[src/rtl/core/scba_pkg.sv]
// Shared types and constants for the size-class buffer allocator.
package scba_pkg;

   localparam logic CMD_REQUEST = 1'b0;
   localparam logic CMD_RELEASE = 1'b1;

   localparam logic [4:0] SHIFT_RESET    = 5'd6;
   localparam logic [3:0] OVERSIZE_CLASS = 4'd15;

   typedef enum logic [2:0] {
      ST_GRANTED     = 3'd0,
      ST_FULL        = 3'd1,
      ST_OVERSIZE    = 3'd2,
      ST_RELEASED    = 3'd3,
      ST_BAD_RELEASE = 3'd4
   } status_type;

   typedef struct packed {
      logic        command;
      logic [31:0] request_size;
      logic [3:0]  release_class;
      logic [3:0]  release_slot;
   } req_word_type;

   typedef struct packed {
      status_type  status;
      logic [3:0]  size_class;
      logic [3:0]  slot;
      logic [31:0] buffer_bytes;
   } rsp_word_type;

   typedef struct packed {
      logic grant;
      logic release_en;
   } map_cmd_type;

   typedef struct packed {
      logic any_free;
      logic slot_taken;
   } map_stat_type;

endpackage

[src/rtl/core/scba_class_calc.sv]
// Size class and granted buffer size from a request size and the lowest-size shift.
module scba_class_calc
   import scba_pkg::*;
(
   input  logic [31:0] request_size,
   input  logic [4:0]  lowest_size_shift,
   output logic [5:0]  size_class,
   output logic [31:0] buffer_bytes
);

   logic [5:0] bit_len;
   logic [5:0] shift_ext;
   logic [5:0] exponent;

   // The bit length of the shifted size equals the bit length of the size less the shift.
   always_comb begin
      bit_len = 6'd0;
      for (int i = 0; i < 32; i++) begin
         if (request_size[i]) begin
            bit_len = 6'(i + 1);
         end
      end
   end

   assign shift_ext  = {1'b0, lowest_size_shift};
   assign size_class = (bit_len > shift_ext) ? (bit_len - shift_ext) : 6'd0;

   // Shift plus class is the bit length whenever the class is above zero.
   assign exponent     = (size_class == 6'd0) ? shift_ext : bit_len;
   assign buffer_bytes = (exponent >= 6'd32) ? 32'hFFFF_FFFF : (32'd1 << exponent[4:0]);

endmodule

[src/rtl/core/scba_slot_map.sv]
// Per-class allocated-flag bitmaps with lowest-free-slot search and update.
module scba_slot_map
   import scba_pkg::*;
#(
   parameter int NUM_CLASSES     = 15,
   parameter int SLOTS_PER_CLASS = 16,
   localparam int CLASS_IDX_W    = (NUM_CLASSES > 1) ? $clog2(NUM_CLASSES) : 1,
   localparam int SLOT_IDX_W     = (SLOTS_PER_CLASS > 1) ? $clog2(SLOTS_PER_CLASS) : 1
) (
   input  logic                   clock,
   input  logic                   reset,
   input  map_cmd_type            cmd,
   input  logic [CLASS_IDX_W-1:0] class_idx,
   input  logic [SLOT_IDX_W-1:0]  release_slot,
   output map_stat_type           stat,
   output logic [SLOT_IDX_W-1:0]  free_slot
);

   logic [SLOTS_PER_CLASS-1:0] map_ff [NUM_CLASSES];
   logic [SLOTS_PER_CLASS-1:0] row;
   logic [SLOTS_PER_CLASS-1:0] free_bits;

   assign row       = map_ff[class_idx];
   assign free_bits = ~row;

   always_comb begin
      free_slot = '0;
      for (int i = SLOTS_PER_CLASS - 1; i >= 0; i--) begin
         if (free_bits[i]) begin
            free_slot = SLOT_IDX_W'(i);
         end
      end
   end

   assign stat.any_free   = |free_bits;
   assign stat.slot_taken = row[release_slot];

   always_ff @(posedge clock) begin
      if (reset) begin
         for (int c = 0; c < NUM_CLASSES; c++) begin
            map_ff[c] <= '0;
         end
      end else if (cmd.grant && stat.any_free) begin
         map_ff[class_idx][free_slot] <= 1'b1;
      end else if (cmd.release_en && stat.slot_taken) begin
         map_ff[class_idx][release_slot] <= 1'b0;
      end
   end

endmodule

[src/rtl/core/size_class_buffer_allocator_core.sv]
// Top level of the size-class buffer allocator: input register, allocation logic, result register.
//
// Each word started while busy is low (busy is never raised) produces exactly one result word on
// rsp_word once it has passed the input register and the result register, marked by rsp_valid for
// one cycle; a new word may be started on every clock. The class bitmap read, lowest-free-slot
// search and bitmap update all complete between those two registers, with the bitmap written at
// the same clock edge as the result, so back-to-back requests to the same class always see each
// other's grants. All bitmaps clear together at reset; no clearing pass is needed.
module size_class_buffer_allocator_core
   import scba_pkg::*;
#(
   parameter int NUM_CLASSES     = 15,
   parameter int SLOTS_PER_CLASS = 16
) (
   input  logic         clock,
   input  logic         reset,
   input  logic         start,
   output logic         busy,
   input  req_word_type req_word,
   output logic         rsp_valid,
   output rsp_word_type rsp_word,
   input  logic         csr_write_enable,
   input  logic [4:0]   csr_write_data
);

   localparam int CLASS_IDX_W = (NUM_CLASSES > 1) ? $clog2(NUM_CLASSES) : 1;
   localparam int SLOT_IDX_W  = (SLOTS_PER_CLASS > 1) ? $clog2(SLOTS_PER_CLASS) : 1;

   logic         valid_ff;
   req_word_type req_ff;
   logic [4:0]   shift_ff;
   logic         rsp_valid_ff;
   rsp_word_type rsp_ff;
   rsp_word_type rsp_in;

   logic [5:0]   calc_class;
   logic [31:0]  calc_bytes;
   logic         oversize;
   logic [5:0]   rel_class_ext;
   logic [6:0]   rel_slot_ext;
   logic         release_ok;
   logic [5:0]   free_slot_ext;

   map_cmd_type             map_cmd;
   map_stat_type            map_stat;
   logic [CLASS_IDX_W-1:0]  map_class_idx;
   logic [SLOT_IDX_W-1:0]   map_free_slot;

   assign busy = 1'b0;

   always_ff @(posedge clock) begin
      if (reset) begin
         valid_ff     <= 1'b0;
         rsp_valid_ff <= 1'b0;
         shift_ff     <= SHIFT_RESET;
      end else begin
         valid_ff     <= start && !busy;
         rsp_valid_ff <= valid_ff;
         if (csr_write_enable) begin
            shift_ff <= csr_write_data;
         end
      end
   end

   always_ff @(posedge clock) begin
      if (start && !busy) begin
         req_ff <= req_word;
      end
      rsp_ff <= rsp_in;
   end

   scba_class_calc u_class_calc (
      .request_size      (req_ff.request_size),
      .lowest_size_shift (shift_ff),
      .size_class        (calc_class),
      .buffer_bytes      (calc_bytes)
   );

   assign oversize      = calc_class >= 6'(NUM_CLASSES);
   assign rel_class_ext = {2'b00, req_ff.release_class};
   assign rel_slot_ext  = {3'b000, req_ff.release_slot};
   assign release_ok    = (rel_class_ext < 6'(NUM_CLASSES)) &&
                          (rel_slot_ext < 7'(SLOTS_PER_CLASS));

   assign map_class_idx      = (req_ff.command == CMD_RELEASE) ?
                               rel_class_ext[CLASS_IDX_W-1:0] : calc_class[CLASS_IDX_W-1:0];
   assign map_cmd.grant      = valid_ff && (req_ff.command == CMD_REQUEST) && !oversize;
   assign map_cmd.release_en = valid_ff && (req_ff.command == CMD_RELEASE) && release_ok;

   scba_slot_map #(
      .NUM_CLASSES     (NUM_CLASSES),
      .SLOTS_PER_CLASS (SLOTS_PER_CLASS)
   ) u_slot_map (
      .clock        (clock),
      .reset        (reset),
      .cmd          (map_cmd),
      .class_idx    (map_class_idx),
      .release_slot (rel_slot_ext[SLOT_IDX_W-1:0]),
      .stat         (map_stat),
      .free_slot    (map_free_slot)
   );

   assign free_slot_ext = 6'(map_free_slot);

   always_comb begin
      rsp_in = '{status: ST_BAD_RELEASE, size_class: req_ff.release_class,
                 slot: 4'd0, buffer_bytes: 32'd0};
      if (req_ff.command == CMD_REQUEST) begin
         if (oversize) begin
            rsp_in.status     = ST_OVERSIZE;
            rsp_in.size_class = OVERSIZE_CLASS;
         end else if (!map_stat.any_free) begin
            rsp_in.status     = ST_FULL;
            rsp_in.size_class = calc_class[3:0];
         end else begin
            rsp_in.status       = ST_GRANTED;
            rsp_in.size_class   = calc_class[3:0];
            rsp_in.slot         = free_slot_ext[3:0];
            rsp_in.buffer_bytes = calc_bytes;
         end
      end else if (release_ok && map_stat.slot_taken) begin
         rsp_in.status = ST_RELEASED;
         rsp_in.slot   = req_ff.release_slot;
      end
   end

   assign rsp_valid = rsp_valid_ff;
   assign rsp_word  = rsp_ff;

   // Every accepted word yields exactly one result, after the input and result registers.
   a_result_follows: assert property (@(posedge clock) disable iff (reset)
      (start && !busy) |=> ##1 rsp_valid)
      else $error("accepted word produced no result");

   a_no_spurious_result: assert property (@(posedge clock) disable iff (reset)
      !$past(valid_ff) |-> !rsp_valid)
      else $error("result without an accepted word");

   a_grant_has_size: assert property (@(posedge clock) disable iff (reset)
      (rsp_valid && rsp_word.status == ST_GRANTED) |-> (rsp_word.buffer_bytes != 32'd0))
      else $error("granted buffer reported with zero size");

   a_oversize_fields: assert property (@(posedge clock) disable iff (reset)
      (rsp_valid && rsp_word.status == ST_OVERSIZE) |->
         (rsp_word.size_class == OVERSIZE_CLASS && rsp_word.slot == 4'd0 &&
          rsp_word.buffer_bytes == 32'd0))
      else $error("oversize result carries slot or size");

   a_release_no_bytes: assert property (@(posedge clock) disable iff (reset)
      (rsp_valid && (rsp_word.status == ST_RELEASED || rsp_word.status == ST_BAD_RELEASE)) |->
         (rsp_word.buffer_bytes == 32'd0))
      else $error("release result carries a buffer size");

endmodule

[config.mk]
export PLATFORM = sky130hd
export DESIGN_NAME = size_class_buffer_allocator_core
export DESIGN_NICKNAME = d
export VERILOG_FILES = /design/src/rtl/core/scba_pkg.sv /design/src/rtl/core/scba_class_calc.sv /design/src/rtl/core/scba_slot_map.sv /design/src/rtl/core/size_class_buffer_allocator_core.sv
export SDC_FILE = /design/constraint.sdc
export NUM_CORES = 1
export LEC_CHECK = 0
export BUFFER_PORTS_ARGS = -buffer_cell sky130_fd_sc_hd__buf_4
export CAP_MARGIN = 30
export CORE_MARGIN = 10
export CORE_UTILIZATION = 45
export CTS_CLUSTER_DIAMETER = 40
export DETAILED_ROUTE_END_ITERATION = 10
export GPL_ROUTABILITY_DRIVEN = 0
export PLACE_DENSITY = 0.6
export REMOVE_ABC_BUFFERS = 1
export SLEW_MARGIN = 20
export SYNTH_ARGS = -nofsm -noshare
export SYNTH_HDL_FRONTEND = slang
export SYNTH_SLANG_ARGS = --single-unit
[constraint.sdc]
create_clock -name clock -period 7.4 [get_ports clock]
set_clock_uncertainty 0.15 [all_clocks]
set_input_delay 1.48 -clock clock [delete_from_list [all_inputs] [get_ports clock]]
set_output_delay 1.48 -clock clock [all_outputs]
set_load 0.005 [all_outputs]
==> results of run 1 <==
power groups by stage:
stage               Clock [mW]  Combinational [mW]  Sequential [mW]
global placement             0                1.47             2.32
floorplan                    0               0.812             2.33
CTS                       2.81                1.50             2.28
global route              2.89                1.61             2.29
detailed placement           0                1.50             2.32
finish                    2.78                1.55             2.29
kinds of logic (layout without fill, tap and decap cells):
| family | count (synthesis) | after routing | synth area share [%] |
|---|---|---|---|
| adder cells (fa/ha/maj) | 6 | 6 | 0.425 |
| AND/OR/NAND/NOR | 675 | 675 | 15.2 |
| XOR/XNOR | 2 | 2 | 0.0902 |
| flip-flops | 347 | 347 | 51.1 |
| multiplexers | 138 | 138 | 11.5 |
| other | 1 | 17 | 0.0193 |
| buffers and inverters | 207 | 302 | 4.42 |
| AO/OA/AOI/OAI | 471 | 471 | 17.2 |
cell type report:
| type | instances | area, um^2 | area share [%] |
|---|---|---|---|
| clock buffer | 62 | 1500 | 6.51 |
| clock inverter | 44 | 513 | 2.23 |
| inverter | 36 | 136 | 0.593 |
| multi-input combinational | 1309 | 8840 | 38.4 |
| sequential | 347 | 9920 | 43.1 |
| tap | 585 | 732 | 3.18 |
| timing repair buffer | 160 | 1360 | 5.91 |
state kept, by name, indices dropped and copies added (netlist names):
| register | flops |
|---|---|
| req_ff | 33 |
| rel_class_ext | 4 |
| rel_slot_ext | 4 |
| shift_ff | 5 |
| u_slot_map.map_ff | 256 |
| rsp_word | 43 |
| rsp_valid | 1 |
| valid_ff | 1 |
path summary, 6_finish.rpt:
path / start / endpoint / slack (ns) / depth (start not counted)
worst min-delay path: valid_ff / rsp_valid / 0.36 / 1
worst max register to register: req_ff[9] / u_slot_map.map_ff[6][11] / 0.30 / 23
worst max-delay path: req_ff[9] / u_slot_map.map_ff[6][11] / 0.30 / 23
worst min register to register: valid_ff / rsp_valid / 0.36 / 1
synthesized netlist by cell type (all sizes together) (4+ instances only):
master,count
a31oi,17
o21a,21
a31o,4
o41ai,5
and3,6
o31ai,6
inv,36
edfxtp,297
o22ai,26
ha,5
and2,9
o221a,5
nand2,130
clkbuf,112
or3,7
a22oi,4
a222oi,7
nand3,15
a21o,35
mux2,58
buf,59
a21oi,47
a2bb2oi,4
nand2b,24
nor2,351
o21ai,142
a221oi,49
nor3,86
a32o,41
or2,13
a32oi,5
mux2i,17
mux4,63
a22o,4
dfxtp,50
o22a,5
o221ai,12
nor2b,11
nor4,10
a211oi,7
metal layers:
| layer | track usage [%] | share of wire, % | up-vias | wire length, um |
|---|---|---|---|---|
| met4 | 13.4 | 5.3 | 2 | 3700 |
| met5 | 0 | 0.016 | - | 11 |
| met2 | 41.1 | 46 | 1257 | 31900 |
| li1 | - | - | 7117 | - |
| met1 | 32.6 | 38 | 8104 | 26200 |
| met3 | 5.46 | 11 | 232 | 7940 |
repair_timing:
action,4_1_cts,5_1_grt
resized for setup,0,10
endpoints found under the hold margin,0,0
endpoints found under the setup margin,0,267
per-stage QoR:
step | cell area [um^2] | cells
3_3_place_gp | 20900 | 2431
4_1_cts | 22900 | 2542
5_1_grt | 23000 | 2543
3_5_place_dp | 20900 | 2436
2_1_floorplan | 18800 | 1692
6_report | 23000 | 2543
==> impl_metrics.yaml, run 1 <==
finish:
  fillers: 3745
  area_growth_pct: 18.5
  layout_commonest_cell: "nor2_1"
  layout_common_cells: "nor2_1 (349), edfxtp_1 (297), buf_4 (145)"
  fin_nets: 1966
  diodes: 0
  fin_util_pct: 53.6
  drive_gt1_share_pct: 22.5
sta:
  setup_slack_ns: 0.295
  finalHoldViolCount: 0
  rsz0062_at_grt: "no"
  worst_pin_slew_ns: 1.14
  timing.fmax_ghz: 0.141
  setup_viol: 0
  fin_crit_sh_pct: 96.0
  drv_slew: 0
  fin_tns_setup_ns: 0
  holdWs_ns: 0.362
  max_slew_margin_pct: 23.9
  finalCriticalPeriod_ns: 7.10
routing:
  drtIter0Drc: 2267
  ant_nets: 0
  routedWlPerCell_um: 27.4
  wirelength_mm: 69.8
  vias: 16700
  drc: 0
  dr.pass1.iters: 7
  viasPerCell: 6.57
floorplanning:
  ios: 95
  rows: 76
  initial_core_util_pct: 45.3
  dieArea_um2: 51900
  core_um2: 42900
  dieHeight_um: 228
  die_width_um: 228
synthesis:
  ys_ff_latch: 347
  syn_area_um2: 19400
  synth.area.top_cells: "edfxtp_1 (46%), mux4_2 (7.3%), nor2_1 (6.8%), dfxtp_1 (5.2%), mux2_2 (3.4%)"
  synth-async-reset-ratio_pct: 0
  syn_inst: 1847
  ys_types: 80
  synth_edf_count: 297
  synth_top_area_share_pct: 45.9
  seq_area_frac_synth_pct: 51.1
  synth_largest_area_cell: "edfxtp_1"
  synth_flop_cell: "edfxtp_1"
  synth-warning-count: 0
  syn_avg_cell_area_um2: 10.5
clock_tree:
  path_clk_slew_ns: 0.06
  post-cts-setup-buffer-count: 0
  cts_root_buffer: "clkbuf_16"
  cts_hold_buffers: 0
  worst_skew_pair.late_latency_ns: 0.62
  htreeDepth: 2
  cts_tree: "yes"
  cts_buffers: 56
  clock_sinks: 347
  cts_buffer_depth: 3
power_and_ir_drop:
  p_total_mw: 6.62
  p_int_mw: 4.47
  p_sw_share_pct: 32.4
  leakage_nw: 8.07
  p_sw_mw: 2.14
  vdd_ir_drop_max_mv: 0.201
  seq_power_share_pct: 34.6
  pwr-share-clk_pct: 42.0
  powerDensity_nw_per_um2: 288
  comb_power_share_pct: 23.4
global_route:
  first_global_vias: 16100
  grt_pass1_wl_mm: 103
  grt_max_degree: 87
  globalRouteOverflowTotal: 0
  antenna_found_initial: 1
  grt_usage_pct: 25.8
critical_path:
  end_kind: "flip-flop"
  crit_path_cell_trace: "nor2b_1 -> o21bai_1 -> a21oi_1 -> o21ai_0 -> a2111oi_0 -> o21ai_0 -> a211o_1 -> nand2_1 -> nand2_1 -> ha_4 -> inv_1 -> fa_1 -> a211oi_1 -> o21a_1 -> or3_1 -> o32a_2 -> o22a_1 -> and2_4 -> or4_4 -> or2_1 -> or3_1 -> o21ai_4 -> a21o_1"
  critPathSlowestCell: "o32a_2"
  arrival_ns: 7.27
  crit_family: "compound AO/OA/AOI/OAI gates"
  cp-start-kind: "flip-flop"
  worstPathMaxFanout: 15
  critical_path_class: "reg2reg"
  crit_buf_inv: 1
  cpPeakStageDelay_ns: 0.59
  worst_ep_required_time_ns: 7.57
status:
  status: "finished, final reports clean"
placed_design:
  place_hpwl_mm: 45.2
  io_buffers: 93
  dp_slack_ns: 0.113
run:
  max_cap_violations: 0
worst_hold_path:
  hold_path_class: "reg2reg"
Note: power is estimated with default switching activity, not from simulation.
==> inputs of run 2 (changes only) <==
--- a/config.mk
+++ b/config.mk
@@ -8,11 +8,11 @@
 export BUFFER_PORTS_ARGS = -buffer_cell sky130_fd_sc_hd__buf_4
 export CAP_MARGIN = 30
 export CORE_MARGIN = 10
-export CORE_UTILIZATION = 45
+export CORE_UTILIZATION = 48
 export CTS_CLUSTER_DIAMETER = 40
 export DETAILED_ROUTE_END_ITERATION = 10
 export GPL_ROUTABILITY_DRIVEN = 0
-export PLACE_DENSITY = 0.6
+export PLACE_DENSITY = 0.63
 export REMOVE_ABC_BUFFERS = 1
 export SLEW_MARGIN = 20
 export SYNTH_ARGS = -nofsm -noshare
==> run 2 against run 1 <==
Effect of this change:
- non-clock buffer count up 8
- worst setup slack worse by 0.14 ns
- final area down 0.51%
- global-route usage up 1.1 points
- core utilization up 3.8 points
- sequential power about the same
- clock-buffer cell count up 11
- clock power down 5%
- largest cell class unchanged
==> impl_metrics.yaml, run 2 (synthesized netlist as in run 1, its figures left out) <==
critical_path:
  cp-start-kind: "flip-flop"
  critPathSlowestCell: "fa_1"
  worst_ep_required_time_ns: 7.56
  arrival_ns: 7.40
  cpPeakStageDelay_ns: 0.54
  critical_path_class: "reg2reg"
  crit_family: "compound AO/OA/AOI/OAI gates"
  cpMostUsedCell: "nand2_1"
  end_kind: "flip-flop"
  worstPathMaxFanout: 26
  crit_buf_inv: 4
finish:
  final_area_um2: 22900
  layout_common_cells: "nor2_1 (350), edfxtp_1 (297), buf_4 (158)"
  fillers: 3354
  top_register: "u_slot_map.map_ff"
  largest_reg_flops: 256
  fin_util_pct: 57.5
  area_growth_pct: 17.9
  layout_commonest_cell: "nor2_1"
  drive_gt1_share_pct: 22.4
  fin_nets: 1975
  seqCellArea_um2: 9920
  multi_input_comb_area_um2: 8870
  diodes: 0
sta:
  finalHoldViolCount: 0
  worst_pin_slew_ns: 0.997
  fin_tns_setup_ns: 0
  rsz0062_at_grt: "no"
  drv_slew: 0
  setup_viol: 0
  fin_crit_sh_pct: 97.9
  max_slew_margin_pct: 33.5
  timing.fmax_ghz: 0.138
  finalCriticalPeriod_ns: 7.24
global_route:
  grt_pass1_wl_mm: 103
  grt_util_met1_pct: 34.1
  grtUsageMet3_pct: 7.08
  grtUsageMet2_pct: 42.2
  globalRouteOverflowTotal: 0
  grt_max_degree: 80
  first_global_vias: 16500
  top_usage_layer: "met2"
  grt_usage_pct: 26.9
  antenna_found_initial: 1
clock_tree:
  cts_buffers: 56
  cts_tree: "yes"
  path_clk_slew_ns: 0.05
  clock_sinks: 347
  worst_skew_pair.late_latency_ns: 0.61
  cts_buffer_depth: 3
  htreeDepth: 2
  cts_root_buffer: "clkbuf_16"
routing:
  ant_nets: 0
  wirelength_mm: 68.9
  dr.pass1.iters: 6
  viasPerCell: 6.72
  vias: 16800
  drtIter0Drc: 2587
  routedWlPerCell_um: 27.7
  drc: 0
power_and_ir_drop:
  p_total_mw: 6.48
  leakage_nw: 8.02
  powerDensity_nw_per_um2: 283
  vdd_ir_drop_max_mv: 0.147
placed_design:
  placed_area_um2: 20800
  place_hpwl_mm: 46.1
  io_buffers: 93
floorplanning:
  die_width_um: 221
  dieArea_um2: 48900
  dieHeight_um: 221
  rows: 73
  core_um2: 39800
  initial_core_util_pct: 48.8
  ios: 95
worst_hold_path:
  hold_path_class: "reg2reg"
status:
  status: "finished, final reports clean"
run:
  max_cap_violations: 0
==> run 2: path summary, 6_finish.rpt <==
check                                  from                      end  slack [ns]  cells past startpoint
worst min-delay path            shift_ff[4]              shift_ff[4]        0.36                      2
worst min register to register  shift_ff[4]              shift_ff[4]        0.36                      2
worst max register to register    req_ff[9]  u_slot_map.map_ff[4][0]        0.16                     26
worst max-delay path              req_ff[9]  u_slot_map.map_ff[4][0]        0.16                     26
==> run 2: stage by stage <==
stage	hold WS (ns)	worst slack (ns)	std cells
5_1_grt	0.387	0.00658	2492
3_3_place_gp	0.336	0.00406	2380
3_5_place_dp	0.343	-0.00457	2381
4_1_cts	0.356	0.00422	2487
2_1_floorplan	0.310	-4.19	1692
6_report	0.358	0.157	2492
==> run 2: area by class of cell <==
cell class | instances | share of cell area, %
multi-input combinational | 1310 | 38.8
inverter | 36 | 0.596
clock buffer | 73 | 7.09
sequential | 347 | 43.3
clock inverter | 33 | 1.30
tap | 525 | 2.87
timing repair buffer | 168 | 6.01
==> run 2: where the power goes <==
group / switching, mW / leakage, nW / internal [mW] / total [mW]
sequential: 0.0620 / 3.36 / 2.23 / 2.29
combinational: 1.05 / 3.75 / 0.510 / 1.56
clock: 0.976 / 0.922 / 1.66 / 2.64
total: 2.09 / 8.02 / 4.40 / 6.48
==> run 2: worst min-delay path, stage by stage (launching register included) <==
cell and delay, ns:
dfxtp_1 0.33, mux2i_1 0.07, nor2_1 0.07
==> run 2: metal layers <==
layer | part of all wire, % | vias up | routed length [um]
met2 | 46 | 1192 | 31800
met5 | 0 | - | 0
met3 | 12 | 219 | 8210
li1 | - | 7124 | -
met4 | 4.7 | 0 | 3240
met1 | 37 | 8218 | 25700
==> run 2: repair_timing <==
action | in CTS | in global routing
setup buffers | 0 | 3
hold buffers | 0 | 0
gates cloned | 0 | 1
endpoints found under the setup margin | 14 | 306
pin swaps | 0 | 3
gates resized for setup | 3 | 10
==> inputs of run 3 (changes only) <==
--- a/config.mk
+++ b/config.mk
@@ -9,6 +9,7 @@
 export CAP_MARGIN = 30
 export CORE_MARGIN = 10
 export CORE_UTILIZATION = 48
+export CTS_BUF_LIST = sky130_fd_sc_hd__clkbuf_8
 export CTS_CLUSTER_DIAMETER = 40
 export DETAILED_ROUTE_END_ITERATION = 10
 export GPL_ROUTABILITY_DRIVEN = 0
==> run 3 against run 2 <==
Effect of this change:
- total power down 11%
- sequential power about the same
- clock-buffer cell count up 1
- core utilization down 1.4 points
- combinational power about the same
- wire length up 0.17%
- global-route usage about the same
- cell count up 0.52%
- critical endpoint is now u_slot_map.map_ff[1][15]
- highest routed layer unchanged
==> impl_metrics.yaml, run 3 (synthesized netlist as in run 1, its figures left out) <==
routing:
  ant_nets: 0
  drc: 0
  routedWlPerCell_um: 27.6
  wirelength_mm: 69.0
  drtIter0Drc: 2494
  dr.pass1.iters: 9
  vias: 16900
  viasPerCell: 6.73
finish:
  top_register: "u_slot_map.map_ff"
  drive_gt1_share_pct: 22.6
  layout_commonest_cell: "nor2_1"
  largest_reg_flops: 256
  final_area_um2: 22300
  fin_nets: 1993
  area_growth_pct: 15.0
  diodes: 0
  layout_common_cells: "nor2_1 (350), edfxtp_1 (297), buf_4 (163)"
sta:
  max_slew_margin_pct: 31.3
  fin_crit_sh_pct: 97.7
  setup_viol: 0
  finalHoldViolCount: 0
  timing.fmax_ghz: 0.138
  finalCriticalPeriod_ns: 7.23
  fin_tns_setup_ns: 0
  drv_slew: 0
  worst_pin_slew_ns: 1.03
global_route:
  grt_pass1_wl_mm: 102
  grt_usage_pct: 26.9
  first_global_vias: 16500
  grt_max_degree: 80
  antenna_found_initial: 0
  globalRouteOverflowTotal: 0
critical_path:
  reg2reg_from: "req_ff[9]"
  worst_ep_required_time_ns: 7.58
  critPathLaunch: "req_ff[9]"
  cp-start-kind: "flip-flop"
  critPathSlowestCell: "fa_1"
  arrival_ns: 7.41
  rr_worst_depth: 24
  crit_path_cell_trace: "nor2b_1 -> o21bai_1 -> a21oi_1 -> o21ai_0 -> a2111oi_1 -> o21ai_0 -> a211o_1 -> nand2_1 -> nand2_1 -> ha_4 -> inv_1 -> fa_1 -> or2_2 -> nor2_4 -> buf_12 -> nand2_1 -> o221a_2 -> o22ai_1 -> nor2_1 -> a211o_1 -> a2111oi_4 -> o221ai_4 -> o211a_2 -> nor2_1"
  end_kind: "flip-flop"
  crit_buf_inv: 2
  critical_path_class: "reg2reg"
  cpMostUsedCell: "nand2_1"
  worstPathMaxFanout: 15
  r2r_slack_ns: 0.17
  r2r-end: "u_slot_map.map_ff[1][15]"
  crit_family: "compound AO/OA/AOI/OAI gates"
  cpPeakStageDelay_ns: 0.54
clock_tree:
  path_clk_slew_ns: 0.06
  worst_skew_pair.late_latency_ns: 0.63
  htreeDepth: 3
  clock_sinks: 347
  cts_root_buffer: "clkbuf_8"
  cts_tree: "yes"
  cts_buffer_depth: 3
  cts_buffers: 69
placed_design:
  placed_area_um2: 20800
  place_hpwl_mm: 46.1
  io_buffers: 93
status:
  status: "finished, final reports clean"
floorplanning:
  rows: 73
  initial_core_util_pct: 48.8
  dieArea_um2: 48900
  ios: 95
  core_um2: 39800
  dieHeight_um: 221
  die_width_um: 221
worst_hold_path:
  worstHoldPathCells: 2
  holdPathEnd: "shift_ff[4]"
  min-delay-start: "shift_ff[4]"
  hold_path_class: "reg2reg"
run:
  max_cap_violations: 0
power_and_ir_drop:
  powerDensity_nw_per_um2: 260
  leakage_nw: 7.86
  vdd_ir_drop_max_mv: 0.130
==> run 3: cell types whose count changed in the layout (fill, tap and decap cells not counted), moves of 3 or more <==
cell / delta
buf_4: +5
clkbuf_1: -8
clkbuf_16: -62
clkbuf_8: +71
clkinv_2: +3
clkinvlp_4: -4
inv_1: +14
inv_6: -5
inv_8: -3
==> run 3: worst register-to-register path, cell delays in order, from the launching register on <==
cell	delay, ns
edfxtp_1	0.38
nor2b_1	0.12
o21bai_1	0.07
a21oi_1	0.13
o21ai_0	0.09
a2111oi_1	0.40
o21ai_0	0.17
a211o_1	0.38
nand2_1	0.20
nand2_1	0.15
ha_4	0.18
inv_1	0.07
fa_1	0.54
or2_2	0.47
nor2_4	0.29
buf_12	0.19
nand2_1	0.28
o221a_2	0.36
o22ai_1	0.25
nor2_1	0.15
a211o_1	0.38
a2111oi_4	0.50
o221ai_4	0.33
o211a_2	0.52
nor2_1	0.20
==> run 3: power by group <==
group | internal, mW | total [mW] | leakage, nW | switching (mW)
sequential | 2.23 | 2.29 | 3.36 | 0.0621
combinational | 0.516 | 1.57 | 3.77 | 1.06
clock | 1.09 | 1.94 | 0.727 | 0.850
total | 3.83 | 5.80 | 7.86 | 1.97
==> run 3: cell type report <==
cell class	instances	area, um^2
Multi-Input combinational cell	1310	8890
Fill cell	3438	17500
Sequential cell	347	9920
Clock buffer	74	1020
Timing Repair Buffer	173	1410
Clock inverter	40	308
Inverter	36	136
Tap cell	525	657
==> run 3: per-layer routing <==
layer / wire [um] / GRT usage, %
met5: 0 / 0
met4: 3490 / 13.4
met2: 31700 / 41.8
met3: 7900 / 7.38
met1: 25900 / 34.1
==> run 3: what timing repair did <==
action,in CTS,in global routing
pin swaps,0,3
hold buffers,0,0
setup buffers,0,8
gates cloned,0,1
endpoints found under the setup margin,35,341
gates resized for setup,4,13
==> run 3: worst max-delay path by stage <==
stage                                     endpoint  slack, ns  depth (start not counted)
after floorplan            u_slot_map.map_ff[6][7]      -4.19                         19
after global placement     u_slot_map.map_ff[3][6]      0.004                         22
after detailed placement  u_slot_map.map_ff[1][15]     -0.005                         24
after CTS                  u_slot_map.map_ff[1][3]       0.08                         24
after global routing      u_slot_map.map_ff[1][15]     -0.007                         24
final                     u_slot_map.map_ff[1][15]       0.17                         24
==> run 3: per-stage QoR <==
stage | power [mW] | setup WS [ns] | hold WS (ns) | cells | util, %
3_5_place_dp | 3.80 | -0.00457 | 0.343 | 2381 | 52.3
2_1_floorplan | 3.14 | -4.19 | 0.310 | 1692 | -
6_report | 5.80 | 0.170 | 0.354 | 2505 | 56.1
3_3_place_gp | 3.78 | 0.00406 | 0.336 | 2380 | 52.3
5_1_grt | 5.96 | -0.00672 | 0.388 | 2505 | 56.1
4_1_cts | 5.72 | 0.0842 | 0.356 | 2495 | 55.7
